[src/hw/rtl/rrb_pkg.sv]
// Shared types and constants for the request/retry bridge.
`timescale 1ns / 1ps

package rrb_pkg;

  localparam int unsigned BYTE_W  = 8;
  localparam int unsigned RETRY_W = 4;
  localparam int unsigned CFG_IDX_W = 2;

  typedef enum logic [1:0] {
    ACT_REQUEST = 2'd0,
    ACT_TICK    = 2'd1,
    ACT_REPLY   = 2'd2
  } action_t;

  typedef enum logic {
    KIND_BUS_REQ   = 1'b0,
    KIND_CAN_REPLY = 1'b1
  } kind_t;

  localparam logic [CFG_IDX_W-1:0] REG_FLAG_MASK   = 2'd0;
  localparam logic [CFG_IDX_W-1:0] REG_DISC_STATUS = 2'd1;
  localparam logic [CFG_IDX_W-1:0] REG_TIMEOUT     = 2'd2;
  localparam logic [CFG_IDX_W-1:0] REG_MAX_RETRIES = 2'd3;

  localparam logic [BYTE_W-1:0]  RST_FLAG_MASK   = 8'h80;
  localparam logic [BYTE_W-1:0]  RST_DISC_STATUS = 8'h00;
  localparam logic [BYTE_W-1:0]  RST_TIMEOUT     = 8'd2;
  localparam logic [RETRY_W-1:0] RST_MAX_RETRIES = 4'd3;

endpackage

[src/hw/rtl/request_retry_bridge.sv]
// Request/retry bridge between a CAN-side master and a serial-bus board.
`timescale 1ns / 1ps

// Channel  | Direction | Handshake           | Payload
// in_      | input     | in_valid/in_ready   | action, command, board, status, data, station
// out_     | output    | out_valid/out_ready | kind, command, board, status, data, station
// cfg_     | input     | cfg_we (no wait)    | cfg_index, cfg_data
//
// One transaction a cycle while in_ready is high: each input is decoded, the state updated
// at acceptance; any result is registered at that same edge, on out_ from the next cycle.
// in_ready is high whenever the output register is empty or being drained this cycle.
// rst_n is synchronous, active low: idle, counters cleared, config registers at reset values.
// A stalled result holds the output register and the input side until it is taken.

module request_retry_bridge (
  input  logic       clk,
  input  logic       rst_n,
  input  logic       in_valid,
  output logic       in_ready,
  input  logic [1:0] in_action,
  input  logic [7:0] in_cmd_code,
  input  logic [7:0] in_board_type,
  input  logic [7:0] in_board_id,
  input  logic [7:0] in_status_byte,
  input  logic [7:0] in_data_byte,
  input  logic [7:0] in_station,
  output logic       out_valid,
  input  logic       out_ready,
  output logic       out_kind,
  output logic [7:0] out_cmd,
  output logic [7:0] out_type,
  output logic [7:0] out_id,
  output logic [7:0] out_status,
  output logic [7:0] out_data,
  output logic [7:0] out_station,
  input  logic       cfg_we,
  input  logic [1:0] cfg_index,
  input  logic [7:0] cfg_data
);

  // configuration
  logic [7:0] flag_mask_r, disc_status_r, timeout_r;
  logic [3:0] max_retries_r;

  // transaction state
  logic       busy_r, busy_nxt;
  logic [7:0] held_cmd_r, held_cmd_nxt;
  logic [7:0] held_type_r, held_type_nxt;
  logic [7:0] held_id_r, held_id_nxt;
  logic [7:0] held_status_r, held_status_nxt;
  logic [7:0] held_data_r, held_data_nxt;
  logic [7:0] held_station_r, held_station_nxt;
  logic [7:0] tick_count_r, tick_count_nxt;
  logic [3:0] retry_count_r, retry_count_nxt;

  // output register
  logic       out_valid_r;
  logic       out_kind_r, out_kind_nxt;
  logic [7:0] out_cmd_r, out_cmd_nxt;
  logic [7:0] out_type_r, out_id_r, out_station_r;
  logic [7:0] out_status_r, out_status_nxt;
  logic [7:0] out_data_r, out_data_nxt;

  logic in_fire;
  logic emit;
  logic retry_due;

  assign in_ready = !out_valid_r || out_ready;
  assign in_fire  = in_valid && in_ready;

  always_ff @(posedge clk) begin
    if (!rst_n) begin
      flag_mask_r   <= rrb_pkg::RST_FLAG_MASK;
      disc_status_r <= rrb_pkg::RST_DISC_STATUS;
      timeout_r     <= rrb_pkg::RST_TIMEOUT;
      max_retries_r <= rrb_pkg::RST_MAX_RETRIES;
    end else if (cfg_we) begin
      case (cfg_index)
        rrb_pkg::REG_FLAG_MASK:   flag_mask_r   <= cfg_data;
        rrb_pkg::REG_DISC_STATUS: disc_status_r <= cfg_data;
        rrb_pkg::REG_TIMEOUT:     timeout_r     <= cfg_data;
        rrb_pkg::REG_MAX_RETRIES: max_retries_r <= cfg_data[3:0];
        default: ;
      endcase
    end
  end

  always_comb begin
    busy_nxt         = busy_r;
    held_cmd_nxt     = held_cmd_r;
    held_type_nxt    = held_type_r;
    held_id_nxt      = held_id_r;
    held_status_nxt  = held_status_r;
    held_data_nxt    = held_data_r;
    held_station_nxt = held_station_r;
    tick_count_nxt   = tick_count_r;
    retry_count_nxt  = retry_count_r;
    emit             = 1'b0;
    retry_due        = 1'b0;
    out_kind_nxt     = rrb_pkg::KIND_BUS_REQ;
    out_cmd_nxt      = held_cmd_r;
    out_status_nxt   = held_status_r;
    out_data_nxt     = held_data_r;

    case (rrb_pkg::action_t'(in_action))
      rrb_pkg::ACT_REQUEST: begin
        if (!busy_r) begin
          busy_nxt         = 1'b1;
          held_cmd_nxt     = in_cmd_code;
          held_type_nxt    = in_board_type;
          held_id_nxt      = in_board_id;
          held_status_nxt  = in_status_byte;
          held_data_nxt    = in_data_byte;
          held_station_nxt = in_station;
          retry_count_nxt  = '0;
          tick_count_nxt   = '0;
          emit             = 1'b1;
          out_kind_nxt     = rrb_pkg::KIND_BUS_REQ;
          out_cmd_nxt      = in_cmd_code | flag_mask_r;
          out_status_nxt   = in_status_byte;
          out_data_nxt     = in_data_byte;
        end
      end
      rrb_pkg::ACT_TICK: begin
        if (busy_r) begin
          if (tick_count_r >= timeout_r) begin
            retry_due = 1'b1;
          end else begin
            tick_count_nxt = tick_count_r + 8'd1;
          end
        end
      end
      rrb_pkg::ACT_REPLY: begin
        if (busy_r) begin
          if (in_board_type == held_type_r && in_board_id == held_id_r) begin
            busy_nxt       = 1'b0;
            emit           = 1'b1;
            out_kind_nxt   = rrb_pkg::KIND_CAN_REPLY;
            out_cmd_nxt    = held_cmd_r;
            out_status_nxt = in_status_byte;
            out_data_nxt   = in_data_byte;
          end else begin
            retry_due = 1'b1;
          end
        end
      end
      default: ;
    endcase

    // Resend from the held command, or give up with the disconnect reply.
    if (retry_due) begin
      emit = 1'b1;
      if (retry_count_r >= max_retries_r) begin
        busy_nxt       = 1'b0;
        out_kind_nxt   = rrb_pkg::KIND_CAN_REPLY;
        out_cmd_nxt    = held_cmd_r;
        out_status_nxt = disc_status_r;
        out_data_nxt   = '0;
      end else begin
        retry_count_nxt = retry_count_r + 4'd1;
        tick_count_nxt  = '0;
        out_kind_nxt    = rrb_pkg::KIND_BUS_REQ;
        out_cmd_nxt     = held_cmd_r | flag_mask_r;
        out_status_nxt  = held_status_r;
        out_data_nxt    = held_data_r;
      end
    end
  end

  always_ff @(posedge clk) begin
    if (!rst_n) begin
      busy_r         <= 1'b0;
      held_cmd_r     <= '0;
      held_type_r    <= '0;
      held_id_r      <= '0;
      held_status_r  <= '0;
      held_data_r    <= '0;
      held_station_r <= '0;
      tick_count_r   <= '0;
      retry_count_r  <= '0;
    end else if (in_fire) begin
      busy_r         <= busy_nxt;
      held_cmd_r     <= held_cmd_nxt;
      held_type_r    <= held_type_nxt;
      held_id_r      <= held_id_nxt;
      held_status_r  <= held_status_nxt;
      held_data_r    <= held_data_nxt;
      held_station_r <= held_station_nxt;
      tick_count_r   <= tick_count_nxt;
      retry_count_r  <= retry_count_nxt;
    end
  end

  always_ff @(posedge clk) begin
    if (!rst_n) begin
      out_valid_r <= 1'b0;
    end else if (in_fire && emit) begin
      out_valid_r <= 1'b1;
    end else if (out_ready) begin
      out_valid_r <= 1'b0;
    end
  end

  // Type, id and station follow the held fields as they stand after this transaction.
  always_ff @(posedge clk) begin
    if (in_fire && emit) begin
      out_kind_r    <= out_kind_nxt;
      out_cmd_r     <= out_cmd_nxt;
      out_type_r    <= held_type_nxt;
      out_id_r      <= held_id_nxt;
      out_status_r  <= out_status_nxt;
      out_data_r    <= out_data_nxt;
      out_station_r <= held_station_nxt;
    end
  end

  assign out_valid   = out_valid_r;
  assign out_kind    = out_kind_r;
  assign out_cmd     = out_cmd_r;
  assign out_type    = out_type_r;
  assign out_id      = out_id_r;
  assign out_status  = out_status_r;
  assign out_data    = out_data_r;
  assign out_station = out_station_r;

`ifndef SYNTHESIS
  a_request_sends: assert property (@(posedge clk) disable iff (!rst_n)
    in_fire && in_action == rrb_pkg::ACT_REQUEST && !busy_r
    |=> out_valid_r && busy_r && out_kind_r == rrb_pkg::KIND_BUS_REQ)
    else $error("idle request did not produce a bus request");

  a_can_reply_idles: assert property (@(posedge clk) disable iff (!rst_n)
    in_fire && emit && out_kind_nxt == rrb_pkg::KIND_CAN_REPLY
    |=> !busy_r && tick_count_r == $past(tick_count_r))
    else $error("CAN reply left the bridge busy");

  a_idle_event_silent: assert property (@(posedge clk) disable iff (!rst_n)
    in_fire && !busy_r && in_action != rrb_pkg::ACT_REQUEST
    |=> !out_valid_r)
    else $error("event while idle produced a result");

  a_resend_restarts_timer: assert property (@(posedge clk) disable iff (!rst_n)
    in_fire && emit && out_kind_nxt == rrb_pkg::KIND_BUS_REQ
    |=> tick_count_r == '0 && busy_r)
    else $error("bus request sent without clearing the tick count");
`endif

endmodule
[config.mk]
export PLATFORM = sky130hd
export DESIGN_NAME = request_retry_bridge
export DESIGN_NICKNAME = d
export VERILOG_FILES = /design/src/hw/rtl/rrb_pkg.sv /design/src/hw/rtl/request_retry_bridge.sv
export SDC_FILE = /design/constraint.sdc
export NUM_CORES = 1
export LEC_CHECK = 0
export ABC_AREA = 1
export BUFFER_PORTS_ARGS = -buffer_cell sky130_fd_sc_hd__clkbuf_2
export CAP_MARGIN = 10
export CORE_UTILIZATION = 30
export CTS_CLUSTER_SIZE = 24
export DETAILED_ROUTE_END_ITERATION = 8
export MAX_ROUTING_LAYER = met4
export PLACE_DENSITY_LB_ADDON = 0.12
export SETUP_SLACK_MARGIN = 0.15
export SLEW_MARGIN = 20
export SYNTH_ARGS = -nofsm -noshare
export SYNTH_HDL_FRONTEND = slang
export SYNTH_SLANG_ARGS = --single-unit
[constraint.sdc]
create_clock -name clk -period 6.6 [get_ports clk]
set_clock_uncertainty 0.2 [all_clocks]
set_input_delay 0.33 -clock clk [delete_from_list [all_inputs] [get_ports clk]]
set_output_delay 0.33 -clock clk [all_outputs]
set_load 0.05 [all_outputs]
; After elaboration in Yosys (flattened, before gate mapping)
; Index checks and enable logic that the tools add are counted.
[totals]
mem_bits_rw = 0
out_inout_bits = 51
n_memories = 0
latchBits = 0
rom_bits = 0
elab_cells = 99
reg_bits = 139
[classes]
mul = 0
reduce_logical = 14
n_lt_le_gt_ge = 2
bitwise = 3
shift = 0
div_mod_pow = 0
add_sub_neg = 2
n_eq_ne = 7
n_mux = 50
[ops]
columns = cell, count
row1 = $mux 8, 25
row2 = $pmux 8 s2, 3
row3 = $eq 8x8->1, 2
row4 = $mux 4, 4
row5 = $or 8x8->8, 2
row6 = $mux 1, 15
row7 = $reduce_and 2->1, 5
row8 = $add 8x1->8 const B, 1
row9 = $ge 8x8->1, 1
row10 = $eq 2x2->1 const B, 3
row11 = $pmux 1 s2, 3
row12 = $add 4x1->4 const B, 1
row13 = $eq 2x1->1 const B, 2
row14 = $ge 4x4->1, 1
row15 = $logic_not 2->1, 2
row16 = $logic_and 1x1->1, 3
row17 = $reduce_and 3->1, 1
row18 = $reduce_bool 2->1, 1
row19 = $logic_not 1->1, 1
row20 = $logic_or 1x1->1, 1
row21 = $not 1->1, 1

; Longest topological paths before layout
[depth]
depth_word = 8
depth_mapped = 17
mapped_depth_nobuf = 16

; Worst setup path before layout
; OpenSTA, ideal clock, no wires.
[synth_timing]
path_type = reg2reg
from = reg out_valid_r (netlist: out_valid)
to = reg out_cmd_r[0] (netlist: out_cmd[0]) (enable)
path_slack_ns = 3.387
synth_period_minus_slack_ns = 3.213
arrival_ns = 2.610
n_path_buf = 1
path_stages_with_launch = 7
path_cell_list = dfxtp_1 > nand2_1 > nand2_1 > inv_1 > buf_4 > nand2_1 > inv_1
[synth_via]
elab_chain_cells = 4
[synth_rtl]
columns = item, line
row1 = start: declaration, request_retry_bridge.sv:57  ; logic out_valid_r;
row2 = start signal: assignment, request_retry_bridge.sv:196  ; out_valid_r <= 1'b0;
row3 = start signal: assignment, request_retry_bridge.sv:198  ; out_valid_r <= 1'b1;
row4 = start signal: assignment, request_retry_bridge.sv:200  ; out_valid_r <= 1'b0;
row5 = $logic_not 1->1, request_retry_bridge.sv:68  ; assign in_ready = !out_valid_r || out_ready;
row6 = $logic_or 1x1->1, request_retry_bridge.sv:68
row7 = named net in_ready, request_retry_bridge.sv:19  ; output logic in_ready,
row8 = $logic_and 1x1->1, request_retry_bridge.sv:69  ; assign in_fire = in_valid && in_ready;
row9 = $logic_and 1x1->1, request_retry_bridge.sv:206  ; if (in_fire && emit) begin
row10 = end signal: assignment, request_retry_bridge.sv:208  ; out_cmd_r <= out_cmd_nxt;
row11 = end: declaration, request_retry_bridge.sv:59  ; logic [7:0] out_cmd_r, out_cmd_nxt;
; The timed path passes the listed nets, and every way through them passes these cells.
; A chain may end at the register's enable or synchronous reset.

; Final worst setup path
[layout_timing]
from = reg tick_count_r[0]
to = reg out_status_r[4] (netlist: out_status[4]) (enable)
[layout_via]
elab_chain_cells = 6
[layout_rtl]
columns = item, line
row1 = start: declaration, request_retry_bridge.sv:53  ; logic [7:0] tick_count_r, tick_count_nxt;
row2 = start signal: assignment, request_retry_bridge.sv:189  ; tick_count_r <= tick_count_nxt;
row3 = $ge 8x8->1, request_retry_bridge.sv:126  ; if (tick_count_r >= timeout_r) begin
row4 = $mux 1, request_retry_bridge.sv:126
row5 = $mux 1, request_retry_bridge.sv:125  ; if (busy_r) begin
row6 = $pmux 1 s2, request_retry_bridge.sv:105  ; case (rrb_pkg::action_t'(in_action))
row7 = $mux 1, request_retry_bridge.sv:151  ; if (retry_due) begin
row8 = $logic_and 1x1->1, request_retry_bridge.sv:206
row9 = end signal: assignment, request_retry_bridge.sv:211  ; out_status_r <= out_status_nxt;
row10 = end: declaration, request_retry_bridge.sv:61  ; logic [7:0] out_status_r, out_status_nxt;
; No other way between the ends.

==> results by group <==
Setup path
  – RR Endpoint: out_status[4]
  – CP peak stage delay: 0.56 ns
  – Delay-heaviest family, CP: simple AND/OR/NAND/NOR gates
  – Reg2Reg Depth: 15
  – Crit path kind: register to register
  – WP data required: 6.44 ns
  – FF-to-FF setup slack: 3.43 ns
  – Slowest cell on crit path: buf_4
  – Setup crit end kind: register
  – Most common cell on crit path: nand2_1
  – Cell Chain, Critical Path: inv_1 > ha_1 > nand2_1 > nor2_1 > nor2_1 > nand2_1 > nand2_1 > nand2_1 > nand2_1 > nand2_4 > nand2_4 > nand3_1 > nand2_1 > inv_2 > buf_4
  – Worst-path maximum fanout: 49
  – Critical path arrival: 3.01 ns
  – R2r startpoint: tick_count_r[0]
  – WP buf/inv: 3
  – Setup crit start kind: register

Status
  – Outcome: completed

GRT
  – Global-route wire length before repair: 30.2 mm
  – GRT Util Overall: 16.4%
  – Number of global-route vias before repair: 5769
  – Pin count of the biggest net entering global routing: 50
  – GRT overflow: 0
  – Initial antenna violation count: 0

Detailed routing
  – Via count: 6377
  – Routed WL: 19.2 mm
  – Length of the first detailed-routing pass in iterations: 5
  – Via/cell ratio: 4.55
  – DRC viols: 0
  – Antenna Violating Nets Remaining: 0
  – Initial DRC Count: 287
  – Routed len/inst: 13.7 um

Place
  – Gpl congestion: 0.777
  – Area after DPL: 8050 um^2
  – Input/output buffers: 115
  – Detailed placement HPWL: 13.3 mm

Hold path
  – Worst hold start: cfg_data[5]
  – Hold EP: flag_mask_r[5]
  – Worst Hold Class: input pin to register
  – Hold Path Cell Cnt: 3

Timing
  – Unrepaired setup endpoints after global routing: false
  – Measured slew at the worst slew-check pin: 0.892 ns
  – Min Tclk post-route: 3.17 ns
  – Final hold viol count: 0
  – Final setup viols: 0
  – Final max-slew violation count: 0
  – Setup_tns: 0 ns
  – Post-route clock period utilization: 48.0%
  – Fmax: 316 MHz
  – Worst slew margin: 40.5%

Power
  – Maximum VDD drop: 111 uV
  – Int Pwr: 1.57 mW
  – NetSw: 0.591 mW
  – Net Sw Frac: 27.4%
  – Leakage: 3.79 nW
  – Sequential Power Share: 44.2%
  – Clk pwr share: 43.3%
  – Comb power frac: 12.5%
  – PD cells: 249 nW/um^2

Cells and area
  – Layout cell share with drive strength beyond 1: 18.6%
  – Synthesis-to-layout area growth: 19.9%
  – Nets: 1153
  – Post-layout instance area: 8680 um^2
  – FILL cells: 2527
  – Ant diodes: 0

Clock tree
  – CTS root buf: clkbuf_16
  – Clock Latency Late Sink: 0.42 ns
  – Max Buffers Root-to-Sink: 2
  – Setup bufs post-CTS: 0
  – CTS H-tree lvls: 4
  – Clk slew on worst S/H paths: 0.06 ns
  – TritonCTS clock tree: yes
  – CTS Buf Count: 17
  – Clock sinks: 139

Synth
  – Post-synth net total: 1051
  – Post-synth top area share: 24.9%
  – Syn Inst Count: 969
  – Synth cell types: 34
  – Synthesized area: 7240 um^2
  – Number of synthesized register bits: 139
  – Top cell type by total area after synthesis: dfxtp_1
  – Synth warn: 0
  – Register area share after synthesis: 45.2%
  – Dominant cells by area after synthesis: dfxtp_1 (25%), edfxtp_1 (20%), nand2_1 (14%)
  – Syn_area_per_cell: 7.47 um^2

Die
  – Core Rows: 56
  – Die ar.: 24700 um^2
  – IO Pins: 116
  – DIE HEIGHT: 157 um
  – Die W: 157 um
  – Core area: 23500 um^2
  – Initial Utilization: 30.7%

Job
  – # Max-Cap Violations: 0
synthesized netlist by cell type:
cell      instances
a211oi_1         24
a21oi_1          52
a21oi_2          11
a22oi_1          10
buf_2             8
buf_4             2
buf_6             1
buf_8             2
clkbuf_1         30
clkinv_1          1
dfxtp_1          90
edfxtp_1         49
ha_1             17
inv_1           109
inv_2            12
nand2_1         274
nand2_2           6
nand2_4           4
nand3_1          40
nand3_2           8
nand3_4           1
nand4_1           4
nor2_1           85
nor2_2            3
nor2_4            2
nor2_8            1
nor3_1            5
o211ai_1          7
o21ai_0          94
o21ai_1           9
o21bai_1          2
o22ai_1           1
xnor2_1           1
xor2_1            4
per-layer routing:
metal / vias to the layer above / global-route usage, % / wire length, um
met5: - / - / 0
met4: 0 / 4.90 / 215
li1: 3364 / - / -
met2: 146 / 26.0 / 8830
met3: 16 / 3.58 / 862
met1: 2851 / 20.7 / 9280
area by class of cell:
| cell class | instances | area (um^2) | area share [%] |
|---|---|---|---|
| Multi-Input combinational cell | 665 | 3300 | 38.0 |
| Sequential cell | 139 | 3270 | 37.7 |
| Timing Repair Buffer | 126 | 671 | 7.73 |
| Inverter | 122 | 458 | 5.28 |
| Clock buffer | 18 | 429 | 4.95 |
| Tap cell | 319 | 399 | 4.60 |
| Clock inverter | 14 | 145 | 1.67 |
power groups by stage:
stage	sequential (mW)	clock (mW)	combinational (mW)
3_5_place_dp	0.973	0	0.269
4_1_cts	0.954	0.960	0.273
3_3_place_gp	0.972	0	0.271
2_1_floorplan	1.01	0	0.151
6_report	0.954	0.936	0.269
5_1_grt	0.958	0.997	0.304
state kept, by name, indices dropped and copies added, names as in the netlist:
name and count:
out_kind 1, held_status_r 8, flag_mask_r 8, out_id 8, out_status 8, held_station_r 8
retry_count_r 4, tick_count_r 8, out_data 8, disc_status_r 8, out_valid 1, out_cmd 8
held_type_r 8, held_cmd_r 8, out_type 8, busy_r 1, max_retries_r 4, held_id_r 8
timeout_r 8, out_station 8, held_data_r 8
cells in the final DEF (no fill, tap or decap), types with 2 or more instances in the layout:
master	count
nand3_1	40
a21oi_1	52
inv_2	13
inv_1	107
clkinv_1	3
clkbuf_2	115
nor3_1	5
nand2_1	273
a22oi_1	10
clkinv_4	2
inv_6	3
buf_4	6
dlygate4sd3_1	5
nor2_1	85
o21ai_1	9
dfxtp_1	89
clkbuf_16	17
bufinv_16	2
a211oi_1	24
o21bai_1	2
nand2_2	7
ha_1	17
xor2_1	4
nor2_2	3
nand2_4	4
nand4_1	4
clkinvlp_4	3
clkinv_2	3
a21oi_2	11
o211ai_1	7
edfxtp_1	49
o21ai_0	94
nor2_4	2
nand3_2	8
stage by stage:
| step | power (mW) | hold WS, ns | setup WS (ns) | util, % | std cells |
|---|---|---|---|---|---|
| after floorplan | 1.16 | 0.225 | 3.39 | - | 969 |
| after global placement | 1.24 | 0.242 | 3.10 | 34.2 | 1366 |
| after detailed placement | 1.24 | 0.243 | 3.00 | 34.2 | 1366 |
| after CTS | 2.19 | 0.000325 | 2.99 | 36.8 | 1402 |
| after global routing | 2.26 | 0.0111 | 3.14 | 36.9 | 1403 |
| final | 2.16 | 0.00192 | 3.43 | 36.9 | 1403 |
timing repair:
| action | CTS | global route |
|---|---|---|
| gates resized for setup | 0 | 0 |
| hold endpoints to repair | 4 | 1 |
| hold buffers | 4 | 1 |
worst register-to-register path: cells and delay by family (launching register included):
family,cells,cell delay [ns]
buffers and inverters,3,0.74
adder cells (fa/ha/maj),1,0.28
AND/OR/NAND/NOR,11,1.14
flip-flops,1,0.42
logic make-up (layout without fill, tap and decap cells):
logic type	after synthesis	after routing	share of synthesized area (%)
DFF	139	139	45.2
buffers and inverters	165	280	9.21
AOI/OAI and AO/OA	210	210	16.6
xor gates and xnor gates	5	5	0.605
adders and majority gates	17	17	2.94
and+or+nand+nor	433	433	25.4
worst max path at each step:
| stage | start | slack (ns) | depth (start not counted) | endpoint |
|---|---|---|---|---|
| after floorplan | out_valid | 3.39 | 6 | out_cmd[0] |
| after global placement | busy_r | 3.10 | 10 | retry_count_r[3] |
| after detailed placement | busy_r | 3.00 | 10 | retry_count_r[3] |
| after CTS | busy_r | 2.99 | 10 | retry_count_r[3] |
| after global routing | tick_count_r[0] | 3.14 | 16 | out_data[7] |
| final | tick_count_r[0] | 3.43 | 15 | out_status[4] |
Note: power is estimated with default switching activity, not from simulation.
